[src/rtl/gdbd_pkg.sv]
// ----------------------------------------------------------------------------
// gdbd_pkg: shared types, constants and calendar tables
// Widths of the date fields, the valid year range, the reciprocal used for
// division by one hundred and the month tables used by the date unit.
// ----------------------------------------------------------------------------
package gdbd_pkg;

	localparam int DAY_W   = 5;
	localparam int MONTH_W = 4;
	localparam int YEAR_W  = 12;
	localparam int DOY_W   = 9;
	localparam int DNUM_W  = 21;
	localparam int COUNT_W = 18;

	localparam logic [YEAR_W-1:0] YEAR_MIN = 12'd1600;
	localparam logic [YEAR_W-1:0] YEAR_MAX = 12'd2100;

	// floor(x / 100) = (x * 5243) >> 19 for every x below 8192.
	localparam logic [12:0] RECIP_100 = 13'd5243;
	localparam int          RECIP_SH  = 19;

	localparam logic [COUNT_W-1:0] COUNT_MAX = '1;

	// Load enables for the three stages of a date unit.
	typedef struct packed {
		logic en_s1;
		logic en_s2;
		logic en_s3;
	} stage_en_t;

	// Days in the given month, February from the leap flag; 0 for a bad month.
	function automatic logic [DAY_W-1:0] month_days(input logic [MONTH_W-1:0] m,
			input logic leap);
		logic [DAY_W-1:0] len;
		case (m)
			4'd1, 4'd3, 4'd5, 4'd7, 4'd8, 4'd10, 4'd12: len = 5'd31;
			4'd4, 4'd6, 4'd9, 4'd11: len = 5'd30;
			4'd2: len = leap ? 5'd29 : 5'd28;
			default: len = 5'd0;
		endcase
		return len;
	endfunction

	// Days of a common year that come before the first of the given month.
	function automatic logic [DOY_W-1:0] days_before_month(input logic [MONTH_W-1:0] m);
		logic [DOY_W-1:0] n;
		case (m)
			4'd1:  n = 9'd0;
			4'd2:  n = 9'd31;
			4'd3:  n = 9'd59;
			4'd4:  n = 9'd90;
			4'd5:  n = 9'd120;
			4'd6:  n = 9'd151;
			4'd7:  n = 9'd181;
			4'd8:  n = 9'd212;
			4'd9:  n = 9'd243;
			4'd10: n = 9'd273;
			4'd11: n = 9'd304;
			4'd12: n = 9'd334;
			default: n = 9'd0;
		endcase
		return n;
	endfunction

endpackage

[src/rtl/gdbd_date_unit.sv]
// ----------------------------------------------------------------------------
// gdbd_date_unit: day number of one date
// Three register stages turn a day, month and year into the count of days
// since the start of year 0 and a flag for a date that fails its check.
// ----------------------------------------------------------------------------
module gdbd_date_unit
	import gdbd_pkg::*;
(
	input  logic               clk,
	input  stage_en_t          en,
	input  logic [DAY_W-1:0]   day,
	input  logic [MONTH_W-1:0] month,
	input  logic [YEAR_W-1:0]  year,
	output logic [DNUM_W-1:0]  day_num,
	output logic               bad
);

	// Stage 1: the products for the whole-year count and the century quotient.
	logic [12:0] y99;
	logic [12:0] y399;
	logic [25:0] p100;
	logic [25:0] p400;
	logic [25:0] pq;
	logic [DNUM_W-1:0] y365;

	assign y99  = {1'b0, year} + 13'd99;
	assign y399 = {1'b0, year} + 13'd399;
	assign p100 = 26'(y99) * 26'(RECIP_100);
	assign p400 = 26'({2'b00, y399[12:2]}) * 26'(RECIP_100);
	assign pq   = 26'({1'b0, year}) * 26'(RECIP_100);
	assign y365 = DNUM_W'({9'd0, year}) * DNUM_W'(365);

	logic [DAY_W-1:0]   day_s1;
	logic [MONTH_W-1:0] month_s1;
	logic [YEAR_W-1:0]  year_s1;
	logic [DNUM_W-1:0]  y365_s1;
	logic [5:0]         c100_s1;
	logic [3:0]         c400_s1;
	logic [5:0]         q100_s1;

	always_ff @(posedge clk) begin
		if (en.en_s1) begin
			day_s1   <= day;
			month_s1 <= month;
			year_s1  <= year;
			y365_s1  <= y365;
			c100_s1  <= p100[RECIP_SH+5:RECIP_SH];
			c400_s1  <= p400[RECIP_SH+3:RECIP_SH];
			q100_s1  <= pq[RECIP_SH+5:RECIP_SH];
		end
	end

	// Stage 2: leap year, date check, day of year and whole-year day count.
	logic [12:0]       cent;
	logic              leap;
	logic [DAY_W-1:0]  len;
	logic              ok;
	logic [10:0]       c4;
	logic [DOY_W-1:0]  doy;
	logic [DNUM_W-1:0] dby;

	always_comb begin
		cent = 13'(q100_s1) * 13'd100;
		leap = (year_s1[1:0] == 2'b00) &&
			(({1'b0, year_s1} != cent) || (q100_s1[1:0] == 2'b00));
		len  = month_days(month_s1, leap);
		ok   = (year_s1 >= YEAR_MIN) && (year_s1 <= YEAR_MAX) && (len != '0) &&
			(day_s1 != '0) && (day_s1 <= len);
		c4   = 11'(({1'b0, year_s1} + 13'd3) >> 2);
		doy  = days_before_month(month_s1) + DOY_W'(day_s1) +
			DOY_W'(leap && (month_s1 > 4'd2));
		dby  = y365_s1 + DNUM_W'(c4) - DNUM_W'(c100_s1) + DNUM_W'(c400_s1);
	end

	logic [DOY_W-1:0]  doy_s2;
	logic [DNUM_W-1:0] dby_s2;
	logic              bad_s2;

	always_ff @(posedge clk) begin
		if (en.en_s2) begin
			doy_s2 <= ok ? doy : '0;
			dby_s2 <= dby;
			bad_s2 <= !ok;
		end
	end

	// Stage 3: the day number itself.
	logic [DNUM_W-1:0] dnum_s3;
	logic              bad_s3;

	always_ff @(posedge clk) begin
		if (en.en_s3) begin
			dnum_s3 <= dby_s2 + DNUM_W'(doy_s2);
			bad_s3  <= bad_s2;
		end
	end

	assign day_num = dnum_s3;
	assign bad     = bad_s3;

endmodule

[src/rtl/gregorian_days_between_dates.sv]
// ----------------------------------------------------------------------------
// gregorian_days_between_dates: days between two Gregorian dates
// Two date units produce day numbers; a last stage takes the magnitude of
// their difference, saturates it and flags a date that failed its check.
// ----------------------------------------------------------------------------
// A pair of dates is taken in every cycle in which in_stall is low and passes
// through the four register stages (products, date check and year sums, day
// number, difference). A stall on the output holds each stage that has no room
// ahead of it; empty stages keep filling, so no beat is lost.
module gregorian_days_between_dates
	import gdbd_pkg::*;
(
	input  logic               clk,
	input  logic               arst_n,
	input  logic               in_valid,
	output logic               in_stall,
	input  logic [DAY_W-1:0]   first_day,
	input  logic [MONTH_W-1:0] first_month,
	input  logic [YEAR_W-1:0]  first_year,
	input  logic [DAY_W-1:0]   second_day,
	input  logic [MONTH_W-1:0] second_month,
	input  logic [YEAR_W-1:0]  second_year,
	output logic               out_valid,
	input  logic               out_stall,
	output logic [COUNT_W-1:0] day_count,
	output logic               invalid_date
);

	// Valid bits of the stages and their load enables.
	logic v_s1, v_s2, v_s3, v_s4;
	logic rdy1, rdy2, rdy3, rdy4;
	stage_en_t en;

	assign rdy4 = !v_s4 || !out_stall;
	assign rdy3 = !v_s3 || rdy4;
	assign rdy2 = !v_s2 || rdy3;
	assign rdy1 = !v_s1 || rdy2;
	assign en   = '{en_s1: rdy1, en_s2: rdy2, en_s3: rdy3};
	assign in_stall = !rdy1;

	always_ff @(posedge clk or negedge arst_n) begin
		if (!arst_n) begin
			v_s1 <= 1'b0;
			v_s2 <= 1'b0;
			v_s3 <= 1'b0;
			v_s4 <= 1'b0;
		end else begin
			if (rdy1) v_s1 <= in_valid;
			if (rdy2) v_s2 <= v_s1;
			if (rdy3) v_s3 <= v_s2;
			if (rdy4) v_s4 <= v_s3;
		end
	end

	// The two date units.
	logic [DNUM_W-1:0] num_a, num_b;
	logic              bad_a, bad_b;

	gdbd_date_unit u_first (
		.clk     (clk),
		.en      (en),
		.day     (first_day),
		.month   (first_month),
		.year    (first_year),
		.day_num (num_a),
		.bad     (bad_a)
	);

	gdbd_date_unit u_second (
		.clk     (clk),
		.en      (en),
		.day     (second_day),
		.month   (second_month),
		.year    (second_year),
		.day_num (num_b),
		.bad     (bad_b)
	);

	// Stage 4: magnitude of the difference, saturated to the output width.
	logic [DNUM_W-1:0] diff;

	assign diff = (num_a > num_b) ? (num_a - num_b) : (num_b - num_a);

	logic [COUNT_W-1:0] count_s4;
	logic               bad_s4;

	always_ff @(posedge clk) begin
		if (rdy4) begin
			count_s4 <= (diff > DNUM_W'(COUNT_MAX)) ? COUNT_MAX : diff[COUNT_W-1:0];
			bad_s4   <= bad_a || bad_b;
		end
	end

	assign out_valid    = v_s4;
	assign day_count    = count_s4;
	assign invalid_date = bad_s4;

`ifndef SYNTH
	// Two valid dates between 1600 and 2100 are never more than 183000 days apart.
	a_valid_range: assert property (@(posedge clk) disable iff (!arst_n)
		out_valid && !invalid_date |-> day_count <= COUNT_W'(183000))
		else $error("day count out of range for valid dates");

	// An empty first stage never stalls the input.
	a_no_false_stall: assert property (@(posedge clk) disable iff (!arst_n)
		!v_s1 |-> !in_stall)
		else $error("input stalled with first stage empty");

	// A blocked beat in the third stage is still there in the next cycle.
	a_hold_s3: assert property (@(posedge clk) disable iff (!arst_n)
		v_s3 && !rdy4 |=> v_s3)
		else $error("beat lost in third stage");
`endif

endmodule
[config.mk]
export PLATFORM = sky130hd
export DESIGN_NAME = gregorian_days_between_dates
export DESIGN_NICKNAME = d
export VERILOG_FILES = /design/src/rtl/gdbd_pkg.sv /design/src/rtl/gdbd_date_unit.sv /design/src/rtl/gregorian_days_between_dates.sv
export SDC_FILE = /design/constraint.sdc
export NUM_CORES = 2
export LEC_CHECK = 0
export BUFFER_PORTS_ARGS = -buffer_cell sky130_fd_sc_hd__buf_4
export CORE_UTILIZATION = 44
export CTS_CLUSTER_SIZE = 40
export DETAILED_ROUTE_END_ITERATION = 12
export PLACE_DENSITY = 0.56
export SLEW_MARGIN = 40
export SYNTH_ARGS = -nofsm -noshare
export SYNTH_HDL_FRONTEND = slang
export SYNTH_SLANG_ARGS = --single-unit
[constraint.sdc]
create_clock -name clk -period 14.3 [get_ports clk]
set_input_delay 1.43 -clock clk [delete_from_list [all_inputs] [get_ports clk]]
set_output_delay 1.43 -clock clk [all_outputs]
set_load 0.02 [all_outputs]
Word level (Yosys, flattened, before mapping)
Memory sizes are Yosys's and may differ from the RTL's. A register that Yosys moved wholly into a read port is not among the register bits. Index checks and enable logic that the tools add are counted.

Add/subtract/negate cells: 20. Multipliers: 10. Order comparisons: 10. Eq/ne operators: 26. Muxes and demuxes: 7. Reduce and logical (&&, ||, !) cells: 39.

Operators with widths (number): multiplier 12 x 13 -> 25 bit (second input constant) (2); multiplier 13 x 13 -> 25 bit (second input constant) (2); multiplier 11 x 13 -> 23 bit (second input constant) (2); adder 21 x 11 -> 21 bit (2); adder 21 x 4 -> 21 bit (2); adder 21 x 9 -> 21 bit (2); multiplier 12 x 9 -> 21 bit (second input constant) (2); subtractor 21 bit (2); subtractor 21 x 6 -> 21 bit (2); equality test 4 bit (second input constant) (10); equality test 4 x 3 -> 1 bit (second input constant) (8); case mux 5 bit (3 select lines) (2); adder 12 x 2 -> 13 bit (second input constant) (2); adder 12 x 7 -> 13 bit (second input constant) (2); adder 12 x 9 -> 13 bit (second input constant) (2); inequality test 12 x 13 -> 1 bit (2); greater-or-equal comparator 12 x 11 -> 1 bit (second input constant) (2); less-or-equal comparator 12 bit (second input constant) (2); multiplier 6 x 5 -> 11 bit (second input constant) (2); > comparator 21 x 18 -> 1 bit (second input constant) (1); > comparator 21 bit (1); 2-to-1 mux 21 bit (1); nonzero test 5 bit (4); adder 9 x 1 -> 9 bit (2); 13 further kinds (51).

Register bits: 245. Bits in read-only memories: 288. Input bits: 46. Memories: 2.

Memories: (no name shown) (depth 16, width 9, rd ports 1, clocked after memory_dff 1, wr ports 0, line gdbd_pkg.sv:47) `case (m)`; (no name shown) (depth 16, width 9, rd ports 1, clocked after memory_dff 1, wr ports 0, line gdbd_pkg.sv:47).

Logic depth before layout (Yosys ltp)
Depth in word-level cells: 11. Gate-level depth with buffers: 29. Mapped depth without buffers: 29.

By module
A second synthesis with hierarchy kept.

Cell total of the unflattened synthesis: 3736. Area, all modules: 37739.9 sq um.

By module, submodules not included: gdbd_date_unit (u_first) (instances 1, cells an instance 1663, area each 17201.5 sq um, seq. area each 3453.3 sq um); gdbd_date_unit (u_second) (instances 1, cells an instance 1655, area each 17117.7 sq um, seq. area each 3453.3 sq um); gregorian_days_between_dates (instances 1, cells an instance 418, area each 3420.8 sq um, seq. area each 670.6 sq um).

Least setup slack after synthesis
OpenSTA, ideal clock, no wires.

Path type: input-to-reg. From: input port second_year[0]. To: register u_second.c100_s1[5], data pin. Setup time: 260 ps. Data arrival time: 7134 ps. Required time: 14040 ps. Setup slack: 6906 ps. Cell stages on the path: 26. Path buffers: 0. Cells stage by stage: inv_1 > ha_1 > nor3_1 > a21oi_1 > o21ai_0 > and3_1 > xnor2_1 > inv_1 > ha_1 > inv_1 > fa_1 > inv_1 > fa_1 > inv_1 > fa_1 > fa_1 > inv_1 > ha_1 > a211o_1 > o211ai_1 > o311ai_0 > a41oi_1 > nand2_1 > a31o_2 > a21oi_1 > xnor2_1.

Cells in the longest elaborated chain, start to end: 2.

Ends and longest elaborated chain: from (decl) (line gregorian_days_between_dates.sv:22) `input logic [YEAR_W-1:0] second_year,`; adder 12 x 7 -> 13 bit (line gdbd_date_unit.sv:26) `assign y99 = {1'b0, year} + 13'd99;`; multiplier 13 x 13 -> 25 bit (line gdbd_date_unit.sv:28) `assign p100 = 26'(y99) * 26'(RECIP_100);`; net u_second.p100[24] (line gdbd_date_unit.sv:21) `logic [25:0] p100;`; to (signal assigned) (line gdbd_date_unit.sv:47) `c100_s1 <= p100[RECIP_SH+5:RECIP_SH];`; to (decl) (line gdbd_date_unit.sv:37) `logic [5:0] c100_s1;`.

The timed path passes the listed nets, and every way through them passes these cells. A chain may end at the register's enable or synchronous reset.

Worst setup path in the final report
Ends and elaborated chain as after synthesis.

==> run metrics <==
worst hold start=u_first.bad_s2$_DFFE_PP_; arrival time worst endpoint=8.13 ns; PD cells=239 nW/um^2; Synth Cell Area=36600 sq um; switching share of power=47.0%; most frequent cell on the critical path=inv_1; die area=84400 sq um; ANT nets after route=0; R2R depth=17; placed inst area=between 30000 and 40000 sq um; fraction of layout cells with a size suffix above 1=4.76%; post-synthesis cell count=3581; drt drc=0; clk buf depth=3; Most used DFF post-synth=edfxtp_1; number of enable flip-flop cells after synthesis=237; largest net degree at the start of global routing=64; element type at the critical path start=input pin; crit path max fanout=12; #FFs+latches synth=259; post-synth top area share=27.5%; FF-to-FF End=u_second.dby_s2[19]$_DFFE_PP_; wire per inst=16.2 microns; Tcrit/Tclk final=between 50% and 60%; simple logic cell fraction of the synthesized area=7.13%; final WL=~77000 microns; Clock transition at path regs=0.06 ns; CTS Hold Bufs=0; Clk Latency, worst-skew pair=0.55 ns; RR Startpoint=u_second.y365_s1[1]$_DFFE_PN_; Overflow after GRT=0; Slew HR=roughly two fifths; row cnt=105; DIE WIDTH=290 microns; worst reg2reg setup slack=8.99 ns; Post-synth ARST share=roughly 1.5%; via count=around 23000; Sw Pwr=between 4 and 5 mW; Synth area leader=ha_1; Synth Area in XOR/XNOR=6.08%; port buffer count=66; vias per cell=about 5; post-route cell area=between 30000 and 40000 sq um; worst setup path class=input pin to register; Internal=5.02 mW; Yosys cell types=75; leak pwr=20.2 nW; post-synthesis mux area share=0.646%; Final GP Congestion=0.851; clock share of power=a little under a tenth; drt first-iter violations=slightly above 1000; Total GRT Usage=19.0%; number of global-route vias before repair=between 20000 and 25000; Tightest Pin Transition=0.877 ns; Core Util, Final=around 48%; compound-gate portion of the synthesized area=8.10%; DP HPWL=roughly 67000 microns; final setup vio count=0; Worst IR Drop VDD=0.207 mV; Area contributors post-synth=ha_1 28%, fa_1 21%, edfxtp_1 19%; initial antenna violation count=3; status=finished, final reports clean; Synth warnings=0; pins over their slew limit=0; CTS tree=built; Hold Path Stages=0; Worst Path Required=14.58 ns; CP peak stage delay=about 0.54 ns; htree depth=2; nets@finish=between 4000 and 5000; final worst path period need=7.85 ns; Placeable Area=82200 sq um; starting density of the core=roughly 45%; drt first pass iters=5; Layout fillers=7754; adder-cell area share of the yosys netlist=about half; FMAX=0.127 GHz; sequential area share after synthesis=about a fifth; skew final=0.0239 ns; Root Driver=clkbuf_16; Final TNS setup=0 ns; largest family of logic cells by synthesized area=adder cells; Worst Hold Class=register to register; sink of the worst hold path=u_first.bad$_DFFE_PP_; Syn-to-layout area delta=8.42%; crit end category=register; first-pass GRT wire length=128000 microns; max-cap check violation count=0; Post-Syn Area per Cell=10.2 sq um; Top-Level Pins=67; PostCTS Resize Cnt=0; total setup buffers inserted after CTS=0; post-synthesis net count=4815; combinational share of power=between 70% and 80%; slowest cell on the critical path=fa_1; total CTS buffers=34; Die Ht=290 microns; Sequential Power Share=16.2%; unrepaired setup endpoints after global routing=no; Hold Vio Cnt, Final=0; worst hold margin=0.432 ns; CTS Sinks=~260
how the worst max path moves through the flow:
stage / startpoint / endpoint / slack, ns / cells past startpoint
2_1_floorplan: second_year[0] / u_second.c100_s1[5]$_DFFE_PN_ / 6.91 / 26
3_3_place_gp: second_year[0] / u_second.c100_s1[5]$_DFFE_PN_ / 6.02 / 27
3_5_place_dp: second_year[0] / u_second.c100_s1[5]$_DFFE_PN_ / 5.95 / 27
4_1_cts: second_year[0] / u_second.c100_s1[5]$_DFFE_PN_ / 6.53 / 27
5_1_grt: second_year[0] / u_second.c100_s1[5]$_DFFE_PN_ / 5.91 / 27
6_report: second_year[0] / u_second.c100_s1[5]$_DFFE_PN_ / 6.45 / 27
Yosys cell counts (all sizes together) (24+ instances only):
| library cell | n |
|---|---|
| a21o | 52 |
| a21oi | 130 |
| edfxtp | 237 |
| fa | 382 |
| ha | 806 |
| inv | 842 |
| nand2 | 137 |
| nand2b | 28 |
| nand3 | 59 |
| nand4 | 24 |
| nor2 | 124 |
| nor2b | 37 |
| nor3 | 49 |
| o21a | 30 |
| o21ai | 98 |
| xnor2 | 191 |
| xor2 | 63 |
kinds of logic after synthesis:
logic type | Yosys count
fa+ha+maj | 1188
mux | 23
xor+xnor | 254
simple gates | 536
compound gates | 459
flops | 259
buf+inv | 862
power groups by stage:
stage / Combinational, mW / Clock (mW) / Sequential, mW
5_1_grt: 8.18 / 0.945 / 1.57
3_3_place_gp: 7.01 / 0 / 1.55
6_report: 7.04 / 0.893 / 1.53
3_5_place_dp: 7.05 / 0 / 1.56
2_1_floorplan: 5.42 / 0 / 1.49
4_1_cts: 7.14 / 0.919 / 1.54
cell type report:
cell class | instances | area (sq um) | share of cell area [%]
Timing Repair Buffer | 75 | 567 | 1.43
Clock buffer | 41 | 920 | 2.32
Inverter | 842 | 3160 | 7.96
Clock inverter | 20 | 245 | 0.618
Tap cell | 1070 | 1340 | 3.37
Sequential cell | 259 | 7580 | 19.1
Antenna cell | 2 | 5.00 | 0.0126
Multi-Input combinational cell | 2460 | 25900 | 65.2
state kept, by name, summed over array words and instances (netlist names), 4 cells and up, named ones only:
name and count:
u_first.day_num 21, u_first.dby_s2 21, u_first.y365_s1 21, u_second.day_num 21, u_second.dby_s2 21, u_second.y365_s1 21, day_count 18, u_first.year_s1 10
u_second.year_s1 10, u_first.doy_s2 9, u_second.doy_s2 9, u_first.c100_s1 6, u_first.q100_s1 6, u_second.c100_s1 6, u_second.q100_s1 6, u_first.day_s1 5
u_second.day_s1 5, u_first.c400_s1 4, u_first.month_s1 4, u_second.c400_s1 4, u_second.month_s1 4
layer usage:
metal  routed length (microns)  GRT usage (%)  vias up
met2                     32400           28.6      253
met5                         0              0        -
met4                      1140           3.24        0
met3                      2460           2.40       60
met1                     41200           29.3    11046
li1                          -              -    12024
layout by cell type, fill, tap and decap left out, types with 16 or more instances in the layout:
cell / Yosys / layout
a21o_1: 52 / 52
xnor2_1: 191 / 181
inv_1: 842 / 842
nand4_1: 24 / 24
a211oi_1: 20 / 20
fa_1: 382 / 382
and3_1: 18 / 18
nand2_1: 137 / 135
xor2_1: 63 / 63
o21ai_0: 94 / 94
clkbuf_16: 0 / 36
nor2b_1: 36 / 36
a21oi_1: 129 / 127
mux2i_1: 18 / 16
nand3_1: 59 / 58
o21a_1: 30 / 30
nor2_1: 124 / 124
buf_4: 2 / 74
a31oi_1: 16 / 16
ha_1: 806 / 806
nand2b_1: 28 / 28
nor3_1: 49 / 49
dfxtp_1: 18 / 18
edfxtp_1: 237 / 237
worst max-delay path: cells and delay by family:
| family | cells | cell delay (ns) |
|---|---|---|
| adder cells (fa/ha/maj) | 7 | 2.94 |
| AO/OA/AOI/OAI | 8 | 1.98 |
| buffers and inverters | 7 | 0.78 |
| AND/OR/NAND/NOR | 3 | 0.65 |
| XOR/XNOR | 2 | 0.32 |
stage by stage:
step / cells / power, mW / worst slack, ns
floorplan: 3581 / 6.91 / 6.91
global placement: 4706 / 8.56 / 6.02
detailed placement: 4706 / 8.61 / 5.95
CTS: 4767 / 9.60 / 6.53
global route: 4768 / 10.7 / 5.91
finish: 4769 / 9.47 / 6.45
Note: power is estimated with default switching activity, not from simulation.
